File: config.mk
export PLATFORM = sky130hd
export DESIGN_NAME = tch_rot_cell
export DESIGN_NICKNAME = d
export VERILOG_FILES = /design/src/rtl/core/tch_pkg.sv /design/src/rtl/core/tch_rot_cell.sv
export SDC_FILE = /design/constraint.sdc
export NUM_CORES = 1
export LEC_CHECK = 0
export BUFFER_PORTS_ARGS = -buffer_cell sky130_fd_sc_hd__buf_2
export CAP_MARGIN = 20
export CORE_MARGIN = 2
export CORE_UTILIZATION = 40
export DETAILED_ROUTE_END_ITERATION = 8
export PLACE_DENSITY_LB_ADDON = 0.2
export SYNTH_ARGS = -nofsm -noshare
export SYNTH_HDL_FRONTEND = slang
export SYNTH_SLANG_ARGS = --single-unit
File: constraint.sdc
create_clock -name clk -period 12.1 [get_ports clk]
set_clock_uncertainty 0.1 [all_clocks]
set_input_delay 0.605 -clock clk [delete_from_list [all_inputs] [get_ports clk]]
set_output_delay 0.605 -clock clk [all_outputs]
set_load 0.05 [all_outputs]
File: src/rtl/core/tch_pkg.sv
// tilt compensated heading package: cordic angle table and fixed formats
// no dependencies
`timescale 1ns / 1ps
package tch_pkg;
  localparam int TableLen = 24;
  localparam int AngW = 28;                        // q16 degrees, covers +-2048 deg
  localparam int TrigW = 32;                       // q30 sin / cos with headroom
  localparam int VecW = 52;                        // counts times q30, plus growth
  localparam logic signed [AngW-1:0] Deg90  = 28'sd5898240;
  localparam logic signed [AngW-1:0] Deg180 = 28'sd11796480;
  localparam logic signed [AngW-1:0] Deg360 = 28'sd23592960;
  localparam logic signed [TrigW-1:0] InvGainQ30 = 32'sd652032874;

  function automatic logic signed [AngW-1:0] atan_q16(input int i);
    logic signed [AngW-1:0] t;
    begin
      case (i)
        0: t = 28'sd2949120;  1: t = 28'sd1740967;  2: t = 28'sd919879;
        3: t = 28'sd466945;   4: t = 28'sd234379;   5: t = 28'sd117304;
        6: t = 28'sd58666;    7: t = 28'sd29335;    8: t = 28'sd14668;
        9: t = 28'sd7334;     10: t = 28'sd3667;    11: t = 28'sd1833;
        12: t = 28'sd917;     13: t = 28'sd458;     14: t = 28'sd229;
        15: t = 28'sd115;     16: t = 28'sd57;      17: t = 28'sd29;
        18: t = 28'sd14;      19: t = 28'sd7;       20: t = 28'sd4;
        21: t = 28'sd2;       22: t = 28'sd1;
        default: t = '0;
      endcase
      return t;
    end
  endfunction

  typedef struct packed {
    logic signed [TrigW-1:0] x;
    logic signed [TrigW-1:0] y;
    logic signed [AngW-1:0]  z;
    logic                    flip;
  } rot_t;

  typedef struct packed {
    logic signed [VecW-1:0] x;
    logic signed [VecW-1:0] y;
    logic signed [AngW-1:0] z;
    logic                   zero;
  } vec_t;
endpackage

File: src/rtl/core/tch_rot_cell.sv
// one rotation-mode cordic cell: sin/cos of pitch and roll, one micro-rotation
// depends on tch_pkg
`timescale 1ns / 1ps
module tch_rot_cell #(
  parameter int STEP = 0
) (
  input  logic           clk,
  input  logic           en,
  input  tch_pkg::rot_t  p_in,
  input  tch_pkg::rot_t  r_in,
  output tch_pkg::rot_t  p_out,
  output tch_pkg::rot_t  r_out
);
  import tch_pkg::*;

  function automatic rot_t step(input rot_t a);
    rot_t b;
    begin
      b = a;
      if (a.z >= 0) begin
        b.x = a.x - (a.y >>> STEP);
        b.y = a.y + (a.x >>> STEP);
        b.z = a.z - atan_q16(STEP);
      end else begin
        b.x = a.x + (a.y >>> STEP);
        b.y = a.y - (a.x >>> STEP);
        b.z = a.z + atan_q16(STEP);
      end
      return b;
    end
  endfunction

  always_ff @(posedge clk) begin
    if (en) begin
      p_out <= step(p_in);
      r_out <= step(r_in);
    end
  end
endmodule

==> results of run 1 <==
-- layout make-up --
| type | count | area (um2) |
|---|---|---|
| fillers | 4123 | 22000 |
| repair buffers | 379 | 1920 |
| clock inverters | 15 | 139 |
| diodes | 4 | 10.0 |
| clock buffers | 17 | 425 |
| flip-flops and latches | 184 | 5530 |
| multi-input cells | 1456 | 10200 |
| inverters | 207 | 777 |
| well taps | 539 | 674 |
-- per-layer routing --
layer  share of wire  GRT usage  up-vias
met4           0.028     0.0874        2
met1            0.44      0.311     7305
met2            0.47      0.399      542
met5         0.00024          0        -
met3           0.061     0.0446       91
li1                -          -     7484
-- worst max-delay path, delay by kind of cell --
| family | cells | cell delay (ps) |
|---|---|---|
| buf+inv | 4 | 1270 |
| simple gates | 4 | 900 |
| xor+xnor | 1 | 150 |
| compound gates | 7 | 1490 |
| fa+ha+maj | 1 | 420 |
-- registers in the layout, indices dropped and copies added (netlist names) --
name / cells
p_out: 92
r_out: 92
-- cell families (layout without fill, tap and decap cells) --
| logic type | Yosys count | after routing | synth area share |
|---|---|---|---|
| flops | 184 | 184 | 0.328 |
| xor+xnor | 141 | 141 | 0.0733 |
| other cells | 0 | 4 | 0 |
| fa+ha+maj | 216 | 216 | 0.164 |
| simple gates | 482 | 482 | 0.134 |
| mux | 16 | 16 | 0.00950 |
| compound gates | 601 | 601 | 0.225 |
| buf+inv | 287 | 618 | 0.0659 |
-- stage by stage --
step / setup WS, ps / utilization
after global routing: 7020 / 0.472
final: 7270 / 0.472
after detailed placement: 6900 / 0.458
after CTS: 7400 / 0.472
after floorplan: 7610 / -
after global placement: 6890 / 0.458
-- power by group --
part,switching [mW],internal [mW]
Sequential,0.0258,0.831
Clock,0.281,0.289
Combinational,0.794,0.318
Total,1.10,1.44
-- final timing paths --
| check | depth (start not counted) | slack (ps) | end | start |
|---|---|---|---|---|
| min | 1 | 200 | r_out[0] | r_in[0] |
| max | 17 | 7270 | r_out[28] | r_in[11] |
-- cell usage after synthesis, types with 9 or more instances --
cell type,count,share of area
o211ai_1,18,0.0080
a21o_1,43,0.019
a21oi_1,227,0.067
nand2_1,88,0.020
mux2i_1,16,0.0095
nor2b_1,27,0.010
o21bai_1,35,0.016
nor2_1,194,0.043
buf_1,15,0.0033
o21ai_0,106,0.031
o31ai_1,9,0.0040
a221o_1,9,0.0053
a31oi_1,10,0.0037
o21ai_1,24,0.0071
nand2b_1,15,0.0056
ha_1,208,0.15
nor4_1,17,0.0063
and3_1,16,0.0059
o21a_1,20,0.0089
inv_1,198,0.044
nor3_1,38,0.011
a211oi_1,11,0.0049
nand3_1,26,0.0077
buf_2,11,0.0033
xnor2_1,117,0.061
clkbuf_1,50,0.011
xor2_1,24,0.012
edfxtp_1,184,0.33
nand4_1,17,0.0063
and2_1,9,0.0033
-- layout by cell type, fill, tap and decap left out, drive strengths merged, types with 20 or more instances in the layout --
master | netlist | final
xnor2 | 117 | 117
nand2 | 88 | 88
nor2b | 27 | 27
edfxtp | 184 | 184
o21a | 20 | 20
nand3 | 26 | 26
a21o | 43 | 43
a21oi | 228 | 228
xor2 | 24 | 24
nor3 | 38 | 38
ha | 208 | 208
nor2 | 194 | 194
o21bai | 35 | 35
o21ai | 130 | 130
inv | 200 | 207
buf | 30 | 378
==> results by group, run 1 <==
Run status
  • Status: finished clean

Synth
  • Synth cell types: 81
  • Sequential area share after synthesis: 0.328
  • Cells after Synth: 1927
  • Async set-or-reset flop fraction in the synthesized netlist: 0
  • Syn avg cell area: 8.75 um2
  • Synth Cell Area: 0.0169 mm2
  • Net Count, Synth: 2331
  • Primary FF master, synth: edfxtp_1
  • Yosys reg bits: 184
  • Synth warn: 0
  • Number of synthesized flops with an enable pin: 184

Power and ir drop
  • Leakage power: 8.84 nW
  • Power Dens Cells: 129 mW/mm2
  • Maximum VDD drop: 0.0000903 V
  • Power Total: 2.54 mW

Timing
  • TNS Setup: 0 ps
  • Slew Limit Fails: 0
  • Final setup fails: 0
  • Final Critical Period: 4830 ps
  • Worst-margin pin slew: 973 ps
  • Hold_ws: 205 ps
  • Final Hold Viols: 0
  • RSZ-0062 raised after global routing: false
  • Rel. slew slack: 0.352
  • Crit share post-route: 0.399
  • Fmax: 207 MHz

GRT
  • Initial antenna violation count: 4
  • Largest net degree at the start of global routing: 114
  • GR Util All Layers: 0.240
  • Vias in the first global route: 14864
  • Global route overflow: 0
  • First-pass GRT wire length: 81900 um

Placed design
  • DP Wirelength: 42000 um
  • Cell area after placement: 0.0191 mm2
  • Placed cells: 2765
  • GPL Wtd Cong: 0.976
  • IO buf count: 373

Route
  • Routed Antenna Nets: 0
  • Routed length per instance: 19.0 um
  • Drt drc: 0
  • Drt first pass iters: 5
  • Drt via density: 5.51
  • Via count: 15424
  • Post-Route WL: 53200 um
  • DRT iter0 DRCs: 1198

Die
  • Die width: 209 um
  • # IOs: 374
  • Cell Rows: 75
  • DIE AREA: 0.0438 mm2
  • Area of the core: 0.0418 mm2
  • Die H: 209 um
  • Initial core utilization: 0.404

Worst setup path
  • Crit path DAT: 4950 ps
  • CP max stage cell: buf_4
  • Crit path kind: in -> reg
  • Worst EP required: 12230 ps
  • CP max FO: 74
  • Worst-path cell chain: buf_2, nor4_1, nand4_1, o21ai_4, buf_4, clkinv_1, buf_4, ha_1, a21oi_1, nor2b_1, o21a_1, o22a_1, a21oi_1, nor2b_1, o21a_1, o41a_1, xor2_1
  • Crit end category: flip-flop
  • Startpoint types: input pin
  • CP max stage delay: 650 ps

CTS
  • Num CTS Buffers: 17
  • CTS tree: done
  • CTS Root Cell: clkbuf_16
  • Post_cts resized: 0
  • Htree depth: 4
  • CTS sink cnt: 184
  • Clk pin slew, worst setup/hold paths: 80 ps
  • CTS Buffer Depth: 2
  • Hold-fix buffers at CTS: 0
  • Setup Buffers After CTS: 0

Finish
  • Nets: 2649
  • Layout cells sized above 1: 0.192
  • Finished Cell Area: 0.0197 mm2
  • Final cell count without fillers: 2801
  • P&R area growth vs syn: 17.0%

Hold path
  • Worst hold path type: in -> reg

Run
  • Max Cap Viol: 0
(Power assumes the default switching activity.)
==> inputs of run 2 (changes only) <==
==> constraint.sdc (replaced) <==
create_clock -name clk -period 4.35 [get_ports clk]
set_clock_uncertainty 0.1 [all_clocks]
set_input_delay 0.2175 -clock clk [delete_from_list [all_inputs] [get_ports clk]]
set_output_delay 0.2175 -clock clk [all_outputs]
set_load 0.05 [all_outputs]
==> results by group, run 2 (synthesis gave the netlist of run 1 again) <==
Run status
  • Status: finished clean

CTS
  • Htree depth: 4 (unchanged)
  • CTS Buffer Depth: 2 (unchanged)
  • CTS sink cnt: 184 (unchanged)
  • CTS tree: done
  • Clk pin slew, worst setup/hold paths: 80 ps (about the same)
  • Setup Buffers After CTS: 0 (unchanged)
  • Hold-fix buffers at CTS: 38 (+38)
  • Num CTS Buffers: 17 (unchanged)
  • Post_cts resized: 0 (unchanged)
  • CTS Root Cell: clkbuf_16

Worst setup path
  • Worst EP required: 4510 ps (-7720 ps)
  • Worst-path cell chain: dlygate4sd3_1, buf_2, nor4_1, nand4_1, o21ai_4, clkinv_1, ha_1, a21oi_1, nor2b_1, o21a_1, o22a_1, a21oi_1, nor2b_1, o21a_1, o41a_1, xor2_1
  • CP max FO: 9 (-88%)
  • Crit path depth: 16 (-1)
  • CP max stage delay: 550 ps (-100 ps)
  • CP max stage cell: dlygate4sd3_1
  • Startpoint types: input pin
  • Crit path buf inv count: 3 (-1)
  • Crit end category: flip-flop
  • Crit path kind: in -> reg
  • Crit path DAT: 3980 ps (-970 ps)
  • Largest delay share family, worst path: compound AO/OA/AOI/OAI gates

GRT
  • Initial antenna violation count: 5 (+1)
  • GR Util All Layers: 0.244 (+0.00433)
  • Largest net degree at the start of global routing: 114 (unchanged)
  • Vias in the first global route: 15151 (+1.9%)
  • First-pass GRT wire length: 83400 um (+1.9%)
  • Global route overflow: 0 (unchanged)

Die
  • Initial core utilization: 0.404 (unchanged)
  • Area of the core: 0.0418 mm2 (unchanged)
  • Die H: 209 um (unchanged)
  • DIE AREA: 0.0438 mm2 (unchanged)
  • Cell Rows: 75 (unchanged)
  • Die width: 209 um (unchanged)
  • # IOs: 374 (unchanged)

Finish
  • Finished Cell Area: 0.0202 mm2 (+2.5%)
  • Commonest non-fill, non-tap cells in the layout: 372 x buf_2, 227 x a21oi_1, 208 x ha_1, 197 x inv_1, 194 x nor2_1
  • P&R area growth vs syn: 19.9%
  • Largest regs: p_out: 92 flops, r_out: 92 flops
  • FF/Latch Area: 0.00553 mm2 (unchanged)
  • Multi-input gate area in the final layout: 0.0102 mm2 (unchanged)
  • Fill cells: 4075 (-1.2%)
  • Leading cell type in the layout, fill and taps excluded: buf_2
  • Nets: 2694 (+1.7%)
  • Final core occ: 0.484 (+0.0117)
  • Layout cells sized above 1: 0.192 (about the same)

Power and ir drop
  • Power Dens Cells: 354 mW/mm2 (+180%)
  • Cell Int Power: 4.05 mW (+180%)
  • Power Total: 7.16 mW (+180%)
  • Net Sw Power: 3.11 mW (+180%)
  • Seq pwr share: 0.332 (-0.005)
  • Maximum VDD drop: 0.000291 V (+220%)
  • Sw Ratio: 0.435 (+0.00103)
  • Combinational fraction of design power: 0.438 (about the same)
  • Clock network power share: 0.230 (+0.006)
  • Leakage power: 9.05 nW (+2.4%)

Timing
  • Final setup fails: 0 (unchanged)
  • Worst-margin pin slew: 969 ps (-3.59 ps)
  • TNS Setup: 0 ps (unchanged)
  • Final Critical Period: 3830 ps
  • Rel. slew slack: 0.354 (+0.00239)
  • Slew Limit Fails: 0 (unchanged)
  • Final Hold Viols: 0 (unchanged)
  • Fmax: 261 MHz
  • RSZ-0062 raised after global routing: false
  • Crit share post-route: 0.880

Route
  • Via count: 15651 (+1.5%)
  • Drt drc: 0 (unchanged)
  • Post-Route WL: 54100 um (+1.6%)
  • Routed Antenna Nets: 0 (unchanged)
  • DRT iter0 DRCs: 1348 (+13%)
  • Drt via density: 5.50 (-0.13%)
  • Drt first pass iters: 6 (+1)
  • Routed length per instance: 19.0 um (about the same)

Run
  • Max Cap Viol: 0 (unchanged)

Placed design
  • GPL Wtd Cong: 0.955 (-2.1%)
  • Cell area after placement: 0.0192 mm2 (+0.34%)
  • IO buf count: 373 (unchanged)
  • DP Wirelength: 42200 um (+0.60%)

Hold path
  • Worst hold path type: in -> reg
  • Hold depth: 3 (+2)
run 2: cell types whose count changed in the layout (fill, tap and decap cells not counted), moves of 2 or more:
cell | before | now
dlygate4sd3_1 | 0 | 38
buf_4 | 6 | 12
clkinv_8 | 0 | 3
clkinv_1 | 10 | 8
clkinv_2 | 3 | 1
run 2: through the flow:
| stage | hold slack, ps | worst slack (ps) | cells |
|---|---|---|---|
| after detailed placement | 297 | 453 | 2772 |
| after floorplan | 216 | 246 | 1927 |
| after global placement | 297 | 559 | 2772 |
| after global routing | 45.9 | 293 | 2844 |
| after CTS | 13.8 | 569 | 2842 |
| final | 44.6 | 524 | 2846 |
run 2: worst paths after layout:
kind | from | to | slack [ps]
max | p_in[5] | p_out[28] | 520
min | r_in[60] | r_out[92] | 40
run 2: per-layer routing:
metal	vias up	GRT usage	part of all wire
met2	532	0.414	0.48
met3	81	0.0488	0.058
met1	7457	0.312	0.43
met4	2	0.0788	0.025
met5	-	0	0.00031
li1	7579	-	-
run 2: area by class of cell:
type,instances,share of cell area
antenna,4,0.000496
clock buffer,17,0.0211
clock inverter,15,0.00892
inverter,207,0.0385
multi-input combinational,1456,0.507
sequential,184,0.274
tap,539,0.0334
timing repair buffer,424,0.117
run 2: tightest hold or removal path, stage by stage:
cell and delay (ps):
buf_2 80, xor2_1 90, xnor2_1 140
run 2: power groups by stage:
stage | Sequential [mW] | Combinational, mW | Clock (mW)
floorplan | 3.36 | 1.29 | 0
global placement | 2.42 | 3.08 | 0
detailed placement | 2.42 | 3.08 | 0
CTS | 2.38 | 3.13 | 1.69
global route | 2.41 | 3.35 | 1.75
finish | 2.38 | 3.13 | 1.65
